$ cat src/hdl/lhezc_pkg.sv
package lhezc_pkg;

    // Field and register widths fixed by the block's function
    localparam int PosW      = 16;
    localparam int ZoneW     = 2;
    localparam int PhaseW    = 3;
    localparam int LongW     = 12;
    localparam int CfgDataW  = 16;
    localparam int CfgIdxW   = 1;
    // Common width for timer-versus-threshold compares (timer width is at most 16)
    localparam int TickCmpW  = 16;

    // Default parameter values
    localparam int CountWidthDef = 32;
    localparam int TimerWidthDef = 12;

    // Register reset values
    localparam logic [PosW-1:0]  LimitReset     = 16'd30840;
    localparam logic [LongW-1:0] LongPressReset = 12'd2000;

    // Configuration register indexes
    localparam logic [CfgIdxW-1:0] REG_LIMIT      = 1'd0;
    localparam logic [CfgIdxW-1:0] REG_LONG_PRESS = 1'd1;

    // Calibration phases
    localparam logic [PhaseW-1:0] PH_IDLE            = 3'd0;
    localparam logic [PhaseW-1:0] PH_STARTED         = 3'd1;
    localparam logic [PhaseW-1:0] PH_SET_LOWER       = 3'd2;
    localparam logic [PhaseW-1:0] PH_LOWER_SET       = 3'd3;
    localparam logic [PhaseW-1:0] PH_SET_LOWER_COLOR = 3'd4;
    localparam logic [PhaseW-1:0] PH_LOWER_COLOR_SET = 3'd5;
    localparam logic [PhaseW-1:0] PH_SET_UPPER_COLOR = 3'd6;
    localparam logic [PhaseW-1:0] PH_UPPER_SET       = 3'd7;

    // Zone codes
    localparam logic [ZoneW-1:0] ZONE_GREEN  = 2'd0;
    localparam logic [ZoneW-1:0] ZONE_YELLOW = 2'd1;
    localparam logic [ZoneW-1:0] ZONE_RED    = 2'd2;

    // One registered input sample
    typedef struct packed {
        logic chan_a;
        logic chan_b;
        logic button_down;
        logic ms_tick;
    } sample_t;

    // One result
    typedef struct packed {
        logic [PosW-1:0]   clamped_position;
        logic [ZoneW-1:0]  zone;
        logic              calibrating;
        logic [PhaseW-1:0] calib_phase;
        logic              position_changed;
        logic              encoder_error;
    } result_t;

endpackage

$ cat src/hdl/lhezc_in_if.sv
interface lhezc_in_if;
    logic valid;
    logic ready;
    logic chan_a;
    logic chan_b;
    logic button_down;
    logic ms_tick;

    modport source (output valid, chan_a, chan_b, button_down, ms_tick, input ready);
    modport sink   (input valid, chan_a, chan_b, button_down, ms_tick, output ready);
endinterface

$ cat src/hdl/lhezc_out_if.sv
interface lhezc_out_if;
    logic                            valid;
    logic                            ready;
    logic [lhezc_pkg::PosW-1:0]      clamped_position;
    logic [lhezc_pkg::ZoneW-1:0]     zone;
    logic                            calibrating;
    logic [lhezc_pkg::PhaseW-1:0]    calib_phase;
    logic                            position_changed;
    logic                            encoder_error;

    modport source (output valid, clamped_position, zone, calibrating, calib_phase,
                    position_changed, encoder_error, input ready);
    modport sink   (input valid, clamped_position, zone, calibrating, calib_phase,
                    position_changed, encoder_error, output ready);
endinterface

$ cat src/hdl/lhezc_core.sv
module lhezc_core #(
    parameter int COUNT_WIDTH = lhezc_pkg::CountWidthDef,
    parameter int TIMER_WIDTH = lhezc_pkg::TimerWidthDef
) (
    input  logic                           clk,
    input  logic                           rst_n,
    input  logic                           step,
    input  lhezc_pkg::sample_t             sample,
    input  logic [lhezc_pkg::PosW-1:0]     limit_pulses,
    input  logic [lhezc_pkg::LongW-1:0]    long_press_ticks,
    output lhezc_pkg::result_t             result
);

    localparam logic [COUNT_WIDTH-1:0] CountMax = {1'b0, {(COUNT_WIDTH-1){1'b1}}};
    localparam logic [COUNT_WIDTH-1:0] CountMin = {1'b1, {(COUNT_WIDTH-1){1'b0}}};
    localparam logic [TIMER_WIDTH-1:0] TimerMax = {TIMER_WIDTH{1'b1}};

    logic                           prev_a_reg, prev_b_reg;
    logic [COUNT_WIDTH-1:0]         raw_count_reg, raw_count_next;
    logic [COUNT_WIDTH-1:0]         prev_raw_reg;
    logic [lhezc_pkg::PhaseW-1:0]   phase_reg, phase_next;
    logic [TIMER_WIDTH-1:0]         hold_reg, hold_next;
    logic [TIMER_WIDTH-1:0]         press_reg, press_next;
    logic                           press_seen_reg, press_seen_next;
    logic [lhezc_pkg::PosW-1:0]     lower_reg, lower_next;
    logic [lhezc_pkg::PosW-1:0]     upper_reg, upper_next;

    logic                           ch_a, ch_b;
    logic                           dir_up, dir_dn;
    logic [COUNT_WIDTH-1:0]         count_upd;
    logic [lhezc_pkg::PosW-1:0]     pos;
    logic [lhezc_pkg::ZoneW-1:0]    zone;
    logic [TIMER_WIDTH-1:0]         hold_inc, press_inc;
    logic [lhezc_pkg::TickCmpW-1:0] long_cmp;
    logic                           short_release;

    // Quadrature decode
    assign ch_a   = sample.chan_a != prev_a_reg;
    assign ch_b   = sample.chan_b != prev_b_reg;
    assign dir_up = (ch_a && !ch_b && (sample.chan_a == sample.chan_b))
                 || (ch_b && !ch_a && (sample.chan_a != sample.chan_b));
    assign dir_dn = (ch_a && !ch_b && (sample.chan_a != sample.chan_b))
                 || (ch_b && !ch_a && (sample.chan_a == sample.chan_b));

    // Saturating count update
    always_comb
    begin
        count_upd = raw_count_reg;
        if (dir_up && raw_count_reg != CountMax)
            count_upd = raw_count_reg + COUNT_WIDTH'(1);
        else if (dir_dn && raw_count_reg != CountMin)
            count_upd = raw_count_reg - COUNT_WIDTH'(1);
    end

    // Clamp and zone
    always_comb
    begin
        if (count_upd[COUNT_WIDTH-1])
            pos = '0;
        else if (count_upd > COUNT_WIDTH'(limit_pulses))
            pos = limit_pulses;
        else
            pos = lhezc_pkg::PosW'(count_upd);

        if (pos > upper_reg)
            zone = lhezc_pkg::ZONE_RED;
        else if (pos < lower_reg)
            zone = lhezc_pkg::ZONE_YELLOW;
        else
            zone = lhezc_pkg::ZONE_GREEN;
    end

    // Tick timers, saturating
    assign long_cmp  = lhezc_pkg::TickCmpW'(long_press_ticks);
    assign hold_inc  = (sample.ms_tick && hold_reg != TimerMax)
                     ? hold_reg + TIMER_WIDTH'(1) : hold_reg;
    assign press_inc = (sample.ms_tick && press_reg != TimerMax)
                     ? press_reg + TIMER_WIDTH'(1) : press_reg;

    // Press detector shared by the capture phases
    always_comb
    begin
        press_seen_next = press_seen_reg;
        press_next      = press_reg;
        short_release   = 1'b0;
        if (sample.button_down && !press_seen_reg)
        begin
            press_seen_next = 1'b1;
            press_next      = '0;
        end
        else if (press_seen_reg)
        begin
            press_next = press_inc;
            if (!sample.button_down)
            begin
                press_seen_next = 1'b0;
                short_release   = lhezc_pkg::TickCmpW'(press_inc) <= long_cmp;
            end
        end
    end

    // Calibration sequencer
    always_comb
    begin
        phase_next     = phase_reg;
        hold_next      = hold_reg;
        raw_count_next = count_upd;
        lower_next     = lower_reg;
        upper_next     = upper_reg;
        unique case (phase_reg) inside
            lhezc_pkg::PH_IDLE:
            begin
                if (sample.button_down)
                begin
                    if (lhezc_pkg::TickCmpW'(hold_inc) > long_cmp)
                    begin
                        hold_next  = '0;
                        phase_next = lhezc_pkg::PH_STARTED;
                    end
                    else
                        hold_next = hold_inc;
                end
                else
                    hold_next = '0;
            end
            lhezc_pkg::PH_STARTED:
            begin
                if (!sample.button_down)
                    phase_next = lhezc_pkg::PH_SET_LOWER;
            end
            lhezc_pkg::PH_SET_LOWER:
            begin
                if (short_release)
                begin
                    raw_count_next = '0;
                    phase_next     = lhezc_pkg::PH_LOWER_SET;
                end
            end
            lhezc_pkg::PH_SET_LOWER_COLOR:
            begin
                if (short_release)
                begin
                    lower_next = pos;
                    phase_next = lhezc_pkg::PH_LOWER_COLOR_SET;
                end
            end
            lhezc_pkg::PH_SET_UPPER_COLOR:
            begin
                if (short_release)
                begin
                    upper_next = pos;
                    phase_next = lhezc_pkg::PH_UPPER_SET;
                end
            end
            lhezc_pkg::PH_UPPER_SET:
                phase_next = lhezc_pkg::PH_IDLE;
            lhezc_pkg::PH_LOWER_SET, lhezc_pkg::PH_LOWER_COLOR_SET:
                phase_next = phase_reg + lhezc_pkg::PhaseW'(1);
            default:
                phase_next = lhezc_pkg::PH_IDLE;
        endcase
    end

    // Press timer only runs in the capture phases
    logic capture_phase;
    assign capture_phase = (phase_reg == lhezc_pkg::PH_SET_LOWER)
                        || (phase_reg == lhezc_pkg::PH_SET_LOWER_COLOR)
                        || (phase_reg == lhezc_pkg::PH_SET_UPPER_COLOR);

    // State registers
    always_ff @(posedge clk or negedge rst_n)
    begin
        if (!rst_n)
        begin
            prev_a_reg     <= 1'b0;
            prev_b_reg     <= 1'b0;
            raw_count_reg  <= '0;
            prev_raw_reg   <= '0;
            phase_reg      <= lhezc_pkg::PH_IDLE;
            hold_reg       <= '0;
            press_reg      <= '0;
            press_seen_reg <= 1'b0;
            lower_reg      <= '0;
            upper_reg      <= '0;
        end
        else if (step)
        begin
            prev_a_reg    <= sample.chan_a;
            prev_b_reg    <= sample.chan_b;
            raw_count_reg <= raw_count_next;
            prev_raw_reg  <= count_upd;
            phase_reg     <= phase_next;
            hold_reg      <= hold_next;
            lower_reg     <= lower_next;
            upper_reg     <= upper_next;
            if (capture_phase)
            begin
                press_reg      <= press_next;
                press_seen_reg <= press_seen_next;
            end
        end
    end

    // Result for this sample
    always_comb
    begin
        result.clamped_position = pos;
        result.zone             = zone;
        result.calibrating      = phase_next != lhezc_pkg::PH_IDLE;
        result.calib_phase      = phase_next;
        result.position_changed = count_upd != prev_raw_reg;
        result.encoder_error    = ch_a && ch_b;
    end

endmodule

$ cat src/hdl/lift_height_encoder_zone_calibrator.sv
// Lift height encoder with zone classification and button-driven calibration.
// in  : one request per sample of encoder A/B, set button and a 1 ms tick flag.
// out : one result per sample: clamped position (pulses, 0.005 mm each),
//       zone, calibration phase, change flag and double-edge error flag.
// cfg : write cfg_we with cfg_index 0 (limit_pulses) or 1 (long_press_ticks);
//       write only while no sample is in flight.
// Throughput is one sample per cycle while out.ready is high. A sample is
// taken into the input register, the count/phase logic runs combinationally
// from that register and the result register then loads from it when the
// sample advances. The state update (count, timers, phase) is registered in
// the same cycle as the result, which is what sets the one-sample-per-cycle rate.
// When out.ready is low the result register holds its value; the input
// register still takes one more sample, then in.ready drops until the
// result is taken. Reset clears the count, thresholds, timers and phase
// and loads limit_pulses = 30840 and long_press_ticks = 2000.
module lift_height_encoder_zone_calibrator #(
    parameter int COUNT_WIDTH = lhezc_pkg::CountWidthDef,
    parameter int TIMER_WIDTH = lhezc_pkg::TimerWidthDef
) (
    input  logic                            clk,
    input  logic                            rst_n,
    lhezc_in_if.sink                        in,
    lhezc_out_if.source                     out,
    input  logic                            cfg_we,
    input  logic [lhezc_pkg::CfgIdxW-1:0]   cfg_index,
    input  logic [lhezc_pkg::CfgDataW-1:0]  cfg_data
);

    logic [lhezc_pkg::PosW-1:0]  limit_reg;
    logic [lhezc_pkg::LongW-1:0] long_press_reg;

    logic                 in_vld_reg;
    lhezc_pkg::sample_t   sample_reg;
    logic                 out_vld_reg;
    lhezc_pkg::result_t   result_reg;
    lhezc_pkg::result_t   result_next;
    logic                 advance;

    // Configuration registers
    always_ff @(posedge clk or negedge rst_n)
    begin
        if (!rst_n)
        begin
            limit_reg      <= lhezc_pkg::LimitReset;
            long_press_reg <= lhezc_pkg::LongPressReset;
        end
        else if (cfg_we)
        begin
            unique case (cfg_index)
                lhezc_pkg::REG_LIMIT:
                    limit_reg <= cfg_data;
                lhezc_pkg::REG_LONG_PRESS:
                    long_press_reg <= lhezc_pkg::LongW'(cfg_data);
                default:
                    limit_reg <= limit_reg;
            endcase
        end
    end

    // Pipeline control
    assign advance  = in_vld_reg && (!out_vld_reg || out.ready);
    assign in.ready = !in_vld_reg || advance;

    always_ff @(posedge clk or negedge rst_n)
    begin
        if (!rst_n)
        begin
            in_vld_reg  <= 1'b0;
            out_vld_reg <= 1'b0;
        end
        else
        begin
            if (in.valid && in.ready)
                in_vld_reg <= 1'b1;
            else if (advance)
                in_vld_reg <= 1'b0;

            if (advance)
                out_vld_reg <= 1'b1;
            else if (out.ready)
                out_vld_reg <= 1'b0;
        end
    end

    // Payload registers
    always_ff @(posedge clk)
    begin
        if (in.valid && in.ready)
        begin
            sample_reg.chan_a      <= in.chan_a;
            sample_reg.chan_b      <= in.chan_b;
            sample_reg.button_down <= in.button_down;
            sample_reg.ms_tick     <= in.ms_tick;
        end
        if (advance)
            result_reg <= result_next;
    end

    lhezc_core #(
        .COUNT_WIDTH (COUNT_WIDTH),
        .TIMER_WIDTH (TIMER_WIDTH)
    ) u_core (
        .clk              (clk),
        .rst_n            (rst_n),
        .step             (advance),
        .sample           (sample_reg),
        .limit_pulses     (limit_reg),
        .long_press_ticks (long_press_reg),
        .result           (result_next)
    );

    // Output channel
    assign out.valid            = out_vld_reg;
    assign out.clamped_position = result_reg.clamped_position;
    assign out.zone             = result_reg.zone;
    assign out.calibrating      = result_reg.calibrating;
    assign out.calib_phase      = result_reg.calib_phase;
    assign out.position_changed = result_reg.position_changed;
    assign out.encoder_error    = result_reg.encoder_error;

    // Checks
    a_calib_flag: assert property (@(posedge clk) disable iff (!rst_n)
        out_vld_reg |-> (result_reg.calibrating == (result_reg.calib_phase != lhezc_pkg::PH_IDLE)))
        else $error("calibrating flag disagrees with phase");

    a_zone_code: assert property (@(posedge clk) disable iff (!rst_n)
        out_vld_reg |-> (result_reg.zone != 2'd3))
        else $error("invalid zone code");

    a_clamp: assert property (@(posedge clk) disable iff (!rst_n)
        out_vld_reg |-> (result_reg.clamped_position <= limit_reg))
        else $error("position above limit");

    a_stall_holds_input: assert property (@(posedge clk) disable iff (!rst_n)
        (in_vld_reg && !advance) |=> in_vld_reg)
        else $error("stalled sample dropped");

endmodule
$ cat src/flat_wrapper.sv
// flat-port wrapper written by rule: the top's interface ports become plain ports
module lift_height_encoder_zone_calibrator_flat 
#(
    parameter int COUNT_WIDTH = lhezc_pkg::CountWidthDef,
    parameter int TIMER_WIDTH = lhezc_pkg::TimerWidthDef
)
  (clk, rst_n, cfg_we, cfg_index, cfg_data, in_valid, in_chan_a, in_chan_b, in_button_down, in_ms_tick, in_ready, out_valid, out_clamped_position, out_zone, out_calibrating, out_calib_phase, out_position_changed, out_encoder_error, out_ready);
  lhezc_in_if in_i ();
  lhezc_out_if out_i ();
  input  logic clk;
  input  logic rst_n;
  input  logic cfg_we;
  input  logic [lhezc_pkg::CfgIdxW-1:0] cfg_index;
  input  logic [lhezc_pkg::CfgDataW-1:0] cfg_data;
  input wire logic [$bits(in_i.valid)-1:0] in_valid;
  input wire logic [$bits(in_i.chan_a)-1:0] in_chan_a;
  input wire logic [$bits(in_i.chan_b)-1:0] in_chan_b;
  input wire logic [$bits(in_i.button_down)-1:0] in_button_down;
  input wire logic [$bits(in_i.ms_tick)-1:0] in_ms_tick;
  output wire logic [$bits(in_i.ready)-1:0] in_ready;
  output wire logic [$bits(out_i.valid)-1:0] out_valid;
  output wire logic [$bits(out_i.clamped_position)-1:0] out_clamped_position;
  output wire logic [$bits(out_i.zone)-1:0] out_zone;
  output wire logic [$bits(out_i.calibrating)-1:0] out_calibrating;
  output wire logic [$bits(out_i.calib_phase)-1:0] out_calib_phase;
  output wire logic [$bits(out_i.position_changed)-1:0] out_position_changed;
  output wire logic [$bits(out_i.encoder_error)-1:0] out_encoder_error;
  input wire logic [$bits(out_i.ready)-1:0] out_ready;
  assign in_i.valid = in_valid;
  assign in_i.chan_a = in_chan_a;
  assign in_i.chan_b = in_chan_b;
  assign in_i.button_down = in_button_down;
  assign in_i.ms_tick = in_ms_tick;
  assign in_ready = in_i.ready;
  assign out_valid = out_i.valid;
  assign out_clamped_position = out_i.clamped_position;
  assign out_zone = out_i.zone;
  assign out_calibrating = out_i.calibrating;
  assign out_calib_phase = out_i.calib_phase;
  assign out_position_changed = out_i.position_changed;
  assign out_encoder_error = out_i.encoder_error;
  assign out_i.ready = out_ready;
  lift_height_encoder_zone_calibrator #(.COUNT_WIDTH(COUNT_WIDTH), .TIMER_WIDTH(TIMER_WIDTH)) u_core (.clk(clk), .rst_n(rst_n), .in(in_i), .out(out_i), .cfg_we(cfg_we), .cfg_index(cfg_index), .cfg_data(cfg_data));
endmodule
$ cat config.mk
export PLATFORM = sky130hd
export DESIGN_NAME = lift_height_encoder_zone_calibrator_flat
export DESIGN_NICKNAME = d
export VERILOG_FILES = /design/src/hdl/lhezc_pkg.sv /design/src/hdl/lhezc_in_if.sv /design/src/hdl/lhezc_out_if.sv /design/src/hdl/lhezc_core.sv /design/src/hdl/lift_height_encoder_zone_calibrator.sv /design/src/flat_wrapper.sv
export SDC_FILE = /design/constraint.sdc
export NUM_CORES = 1
export LEC_CHECK = 0
export BUFFER_PORTS_ARGS = -buffer_cell sky130_fd_sc_hd__buf_2
export CAP_MARGIN = 5
export CORE_UTILIZATION = 46
export DETAILED_ROUTE_END_ITERATION = 8
export SLEW_MARGIN = 20
export SYNTH_ARGS = -nofsm -noshare
export SYNTH_HDL_FRONTEND = slang
export SYNTH_SLANG_ARGS = --single-unit
$ cat constraint.sdc
create_clock -name clk -period 7.8 [get_ports clk]
set_input_delay 1.56 -clock clk [delete_from_list [all_inputs] [get_ports clk]]
set_output_delay 1.56 -clock clk [all_outputs]
set_load 0.02 [all_outputs]
==> summary.md, run 1 <==
| Metric | Value |
|---|---|
| Relative slew slack | `between 20% and 30%` |
| Endpoint type of the worst setup path | `flip-flop` |
| Row Count | `just under 60` |
| Worst vdd ir | `between 0.0003 and 0.0004 V` |
| 1st-iter DRT viols | `a little over 1k` |
| Syn Area/Cell | `8.94 um^2` |
| Placed insts | `roughly 1.7k` |
| Mapped cell area | `around 12000 um^2` |
| Number of synthesized flops with an enable pin | `28` |
| Final WS setup | `0.647 ns` |
| Commonest cells in the netlist | `207 x nand2_1, 142 x dfrtp_1, 88 x o21ai_0` |
| RSZ-0062 raised after global routing | `no` |
| Routability congestion estimate | `about 0.95` |
| CTS HTree Levels | `4` |
| Start of the worst register-to-register path | `u_core.sample_reg[2]` |
| Clock transition at the registers of the reported paths | `0.07 ns` |
| Fillers | `2474` |
| Final Hold Fails | `0` |
| Routed WL | `33700 um` |
| Startpoint class of the critical path | `flip-flop` |
| Worst min path class | `reg2reg` |
| Most numerous cell in the Yosys netlist | `nand2_1` |
| Clk_lat worst skew | `between 0.4 and 0.5 ns` |
| Crit Path Category | `reg2reg` |
| CP Data Required Time | `just over 8 ns` |
| Met2 Use GR | `38.3%` |
| Layout Cells excl Fill | `~1.7k` |
| Initial core utilization | `about 47%` |
| Syn nets | `1473` |
| Layout Area Growth over Synthesis | `9.31%` |
| Most used routing layer | `met1` |
| Vias per inst | `approximately 6` |
| Slew @ Worst Pin | `between 1 and 1.5 ns` |
| Predominant post-synthesis flop cell | `dfrtp_1` |
| TritonCTS clock tree | `built` |
| Synth area leaders | `dfrtp_1 29%, ha_1 8.1%, edfxtp_1 6.9%` |
| CTS buffer count | `17` |
| Hold buffers post-CTS | `0` |
| Asr flop ratio synth | `84.8%` |
| Max clock buf depth | `2` |
| Total congestion overflow | `0` |
| Register area share after synthesis | `around 39%` |
| Tot Pwr | `slightly below 6 mW` |
| Fmax | `between 100 and 150 MHz` |
| Hold path start | `u_core.u_core.lower_reg[1]` |
| Pre-CTS setup slack | `between 0.4 and 0.5 ns` |
| Max FO, Critical Path | `29` |
| Crit path DAT | `between 7 and 8 ns` |
| Reg2reg end | `u_core.out.zone[0]` |
| IO buf count | `between 50 and 60` |
| Max_cap viols | `0` |
| Root buf cell | `clkbuf_16` |
| Clk sink count | `184` |
| P_int | `roughly 3.0 mW` |
| DIE WIDTH | `165 um` |
| Synth cell types | `slightly above 80` |
| Sequential share of power | `roughly 27%` |
| Final slew viol count | `0` |
| Critical Path End | `u_core.out.zone[0]` |
| Pleak | `about 5.9 nW` |
| Vias in the first global route | `between 9k and 10k` |
| Synth Warn # | `0` |
| PwrDens | `around 440 nW/um^2` |
| Tot GR Track Use | `~26%` |
| Pin count of the biggest net entering global routing | `around 90` |
| Hold-critical path depth | `2` |
| Fin util | `about half` |
| Vias | `about 10k` |
| WL/cell | `19.5 um` |
| Dominant cell type by area after synthesis | `dfrtp_1` |
| Met1 usage | `roughly two fifths` |
| Post_cts resized | `0` |
| Met3 Usage GRT | `between 4 and 5%` |
| Logic pwr share | `between 50% and 60%` |
| DRC Markers | `0` |
| Hold_ws | `a little under 0.5 ns` |
| Post-DP Area | `12800 um^2` |
| Outcome | `complete, no violations` |
| CP Launch Point | `u_core.sample_reg[2]` |
| Reg-to-reg slack, setup | `0.65 ns` |
| Endpoints failing setup | `0` |
| First-pass GRT wire length | `54200 um` |
| Antenna-violating nets left | `0` |
| Setup TNS | `0 ns` |
| Clock power frac | `15.1%` |
| Worst R2R Path Depth | `27` |
| Sw Ratio | `about half` |
| Final Cycle Share | `approximately nine tenths` |
| DP Wirelength | `around 25000 um` |
| 1st-pass router iterations | `5` |
| Worst Clk Skew | `between 0.01 and 0.015 ns` |
| Final instance area | `13400 um^2` |
| Final worst path period need | `between 7 and 8 ns` |
| Core Footprint | `between 20000 and 30000 um^2` |
| Die Y | `165 um` |
| Yosys top cell area share | `between 20% and 30%` |
| Post-CTS Setup Bufs | `0` |
| Ant. Diodes | `0` |
| DIE AREA | `between 20000 and 30000 um^2` |
| Fraction of layout cells with a size suffix above 1 | `between 10 and 15%` |
| Psw | `about 2.9 mW` |
| IO Count | `between 50 and 60` |
| Synth Instances | `approximately 1.4k` |
| Initial antenna violation count | `0` |
| Yosys reg bits | `around 180` |
| Final net count | `about 1.5k` |
## cell type report
type                    instances  area (um^2)  area share [%]
clock inverters                12          138            1.03
repair buffers                 73          427            3.19
well taps                     335          419            3.13
clock buffers                  20          457            3.42
inverters                      85          319            2.39
flip-flops and latches        184         4760            35.6
multi-input cells            1020         6850            51.2
## kinds of logic after synthesis
group / after synthesis / share of synthesized area (%)
xor+xnor: 85 / 6.76
mux: 20 / 1.80
fa+ha+maj: 79 / 8.08
compound gates: 302 / 17.1
simple gates: 534 / 21.9
flops: 184 / 38.9
buf+inv: 164 / 5.48
## worst max-delay path, cell delays in order (launching register included)
cell	delay, ns
edfxtp_1	0.46
xnor2_1	0.40
nand2_1	0.37
a31oi_2	0.66
nand4_1	0.19
o31ai_1	0.45
xor2_1	0.39
ha_1	0.33
a21oi_1	0.15
nor2_1	0.06
a211oi_1	0.24
o21ai_0	0.12
a211oi_1	0.26
o2111a_2	0.25
and3_1	0.17
buf_4	0.31
a21oi_1	0.17
nor3_1	0.37
ha_1	0.31
nor2b_1	0.13
o21a_1	0.17
o21a_1	0.16
o21ai_0	0.13
a21oi_1	0.08
nor3_1	0.23
o21ai_0	0.16
a41oi_1	0.18
a31o_2	0.12
## cells in the final DEF (no fill, tap or decap), types with 19 or more instances in the layout
master | synthesis | final
nand4_1 | 36 | 36
nor3_1 | 38 | 38
xnor2_1 | 50 | 48
a21oi_1 | 45 | 45
ha_1 | 79 | 79
dfrtp_1 | 142 | 142
buf_2 | 22 | 50
xor2_1 | 29 | 29
nor4_1 | 28 | 28
inv_1 | 83 | 83
a21o_1 | 19 | 19
nor2_1 | 70 | 70
edfxtp_1 | 28 | 28
nand2_1 | 207 | 206
o21ai_0 | 88 | 88
buf_4 | 3 | 22
nand3_1 | 55 | 54
## power groups by stage
stage	sequential [mW]	clock, mW	combinational (mW)
after floorplan	1.56	0	2.49
after global placement	1.62	0	3.31
final	1.62	0.896	3.40
after detailed placement	1.63	0	3.35
after CTS	1.61	0.909	3.36
after global routing	1.67	0.950	3.77
## worst min path at each step
stage,slack [ns],to
floorplan,0.44,u_core.u_core.lower_reg[1]
global placement,0.47,u_core.u_core.lower_reg[4]
global route,0.50,u_core.u_core.upper_reg[1]
finish,0.49,u_core.u_core.lower_reg[1]
CTS,0.49,u_core.u_core.lower_reg[1]
detailed placement,0.47,u_core.u_core.upper_reg[1]
## metal layers
metal | up-vias | wire length, um
met5 | - | 0
met4 | 0 | 631
met3 | 44 | 1950
met2 | 322 | 14700
met1 | 4992 | 16400
li1 | 4993 | -
Power figures use the tool's default switching activity.
==> run 2, diff against run 1 <==
--- a/config.mk
+++ b/config.mk
@@ -8,6 +8,7 @@
 export BUFFER_PORTS_ARGS = -buffer_cell sky130_fd_sc_hd__buf_2
 export CAP_MARGIN = 5
 export CORE_UTILIZATION = 46
+export CTS_BUF_LIST = sky130_fd_sc_hd__clkbuf_2 sky130_fd_sc_hd__clkbuf_4 sky130_fd_sc_hd__clkbuf_8
 export DETAILED_ROUTE_END_ITERATION = 8
 export SLEW_MARGIN = 20
 export SYNTH_ARGS = -nofsm -noshare
==> run 2 against run 1 <==
  * Sequential share of layout area grew 0.51 points
  * Fmax shrank 0.30%
  * Global-route usage shrank 0.12 points
  * Setup slack lost 0.021 ns
  * Power shrank 3.6%
  * Wire length shrank 0.28%
  * Register-to-register slack lost 0.02 ns
  * Hold slack gained 0.0040 ns
  * Final area shrank 1.4%
  * Critical path type unchanged
==> summary.md, run 2 (synthesis results as in run 1) <==
| Metric | Value |
|---|---|
| Outcome | `complete, no violations` |
| Vias | `10.3k` |
| Leading cell type in the layout, fill and taps excluded | `nand2_1` |
| Initial core utilization | `about 47%` |
| Final worst path period need | `slightly above 7 ns` |
| Endpoint type of the worst setup path | `flip-flop` |
| Final slew viol count | `0` |
| Vias per inst | `5.96` |
| Pin count of the biggest net entering global routing | `88` |
| Tot GR Track Use | `about a quarter` |
| Routed WL | `between 30000 and 40000 um` |
| Relative slew slack | `between 20 and 30%` |
| Final WS setup | `about 0.63 ns` |
| Max FO, Critical Path | `29` |
| Root buf cell | `clkbuf_8` |
| WL/cell | `19.4 um` |
| PwrDens | `approximately 430 nW/um^2` |
| Pre-CTS setup slack | `roughly 0.49 ns` |
| 1st-iter DRT viols | `837` |
| Layout Area Growth over Synthesis | `7.77%` |
| First-pass GRT wire length | `about 54000 um` |
| RSZ-0062 raised after global routing | `no` |
| DIE AREA | `around 27000 um^2` |
| Fmax | `around 140 MHz` |
| Worst min path class | `reg2reg` |
| Sw Ratio | `49.8%` |
| Clock transition at the registers of the reported paths | `around 0.10 ns` |
| Total congestion overflow | `0` |
| CP Data Required Time | `8.14 ns` |
| Worst vdd ir | `0.000303 V` |
| Endpoints failing setup | `0` |
| Startpoint class of the critical path | `flip-flop` |
| Crit Path Category | `reg2reg` |
| Cell mode on critical path | `a21oi_1` |
| Final Cycle Share | `92.0%` |
| Final net count | `1486` |
| Clock power frac | `between 10% and 20%` |
| Psw | `2.84 mW` |
| Slew @ Worst Pin | `between 1 and 1.5 ns` |
| P_int | `around 2.9 mW` |
| Core Footprint | `between 20000 and 30000 um^2` |
| Crit path DAT | `approximately 7.5 ns` |
| Setup TNS | `0 ns` |
| Ant. Diodes | `0` |
| Final Hold Fails | `0` |
| DRC Markers | `0` |
| Row Count | `59` |
| TritonCTS clock tree | `built` |
| Slowest-stage cell, CP | `or4_4` |
| Reg-to-reg slack, setup | `0.63 ns` |
| IO buf count | `just over 50` |
| Antenna-violating nets left | `0` |
| Most frequent cells in the layout | `206 x nand2_1, 142 x dfrtp_1, 88 x o21ai_0` |
| 1st-pass router iterations | `5` |
| Max_cap viols | `0` |
| DIE WIDTH | `about 170 um` |
| DP Wirelength | `~25000 um` |
| Pleak | `5.81 nW` |
| CTS HTree Levels | `4` |
| Vias in the first global route | `9684` |
| Fillers | `~2.5k` |
| Hold buffers post-CTS | `0` |
| Max clock buf depth | `2` |
| Fraction of layout cells with a size suffix above 1 | `12.1%` |
| Post-CTS Setup Bufs | `0` |
| Die Y | `between 150 and 200 um` |
| Sequential share of power | `approximately 28%` |
| Clk sink count | `around 180` |
| Routability congestion estimate | `approximately 0.95` |
| IO Count | `between 50 and 60` |
| Initial antenna violation count | `0` |
| Logic pwr share | `about three fifths` |
| Clk_lat worst skew | `around 0.47 ns` |
| CTS buffer count | `17` |
| Worst Clk Skew | `0.0186 ns` |
| Post_cts resized | `0` |
| CP max stage delay | `~0.63 ns` |
## run 2: cell counts in the layout (fill, tap and decap cells not counted)
Identical to the previous run, type by type.
## run 2: power by group through the flow
stage	logic (mW)	clock network (mW)	registers (mW)
detailed placement	3.35	0	1.63
global route	3.76	0.740	1.67
CTS	3.36	0.700	1.61
finish	3.41	0.680	1.62
floorplan	2.49	0	1.56
global placement	3.31	0	1.62
## run 2: layer usage
metal	vias to the layer above	track usage, %	part of all wire [%]
li1	4973	-	-
met1	4941	38.5	48
met2	346	38.0	44
met3	40	3.90	6.0
met4	0	8.13	1.9
met5	-	0	0
## run 2: layout make-up
type | instances | area [um^2] | share of cell area, %
well taps | 335 | 419 | 3.18
multi-input cells | 1020 | 6850 | 52.0
repair buffers | 73 | 427 | 3.24
flip-flops and latches | 184 | 4760 | 36.1
clock inverters | 12 | 138 | 1.04
clock buffers | 20 | 269 | 2.04
inverters | 85 | 319 | 2.42
## run 2: critical path: cells and delay by family, from the launching register on
family / cells / cell delay [ns]
AO/OA/AOI/OAI: 15 / 3.10
XOR/XNOR: 1 / 0.30
adder cells (fa/ha/maj): 2 / 0.65
buffers and inverters: 1 / 0.31
flip-flops: 1 / 0.51
AND/OR/NAND/NOR: 6 / 2.15
## run 2: final timing paths
| path | start | endpoint | cells past startpoint |
|---|---|---|---|
| max in group asynchronous | rst_n | u_core.u_core.prev_raw_reg[28] | 2 |
| min in group asynchronous | rst_n | u_core.u_core.upper_reg[11] | 1 |
| worst min-delay path | u_core.u_core.lower_reg[1] | u_core.u_core.lower_reg[1] | 2 |
| worst min register to register | u_core.u_core.lower_reg[1] | u_core.u_core.lower_reg[1] | 2 |
| worst max register to register | u_core.u_core.raw_count_reg[25] | u_core.out.zone[0] | 25 |
| worst max-delay path | u_core.u_core.raw_count_reg[25] | u_core.out.zone[0] | 25 |
## run 2: per-stage QoR
step                      hold WS [ns]  total power, mW  std cells  utilization (%)  area (um^2)
final                            0.491             5.71       1729             50.6        13200
after global routing             0.512             6.17       1729             50.6        13200
after CTS                        0.494             5.67       1729             50.6        13200
after detailed placement         0.470             4.97       1697             49.0        12800
after global placement           0.472             4.94       1697             49.0        12800
after floorplan                  0.443             4.04       1368                -        12200
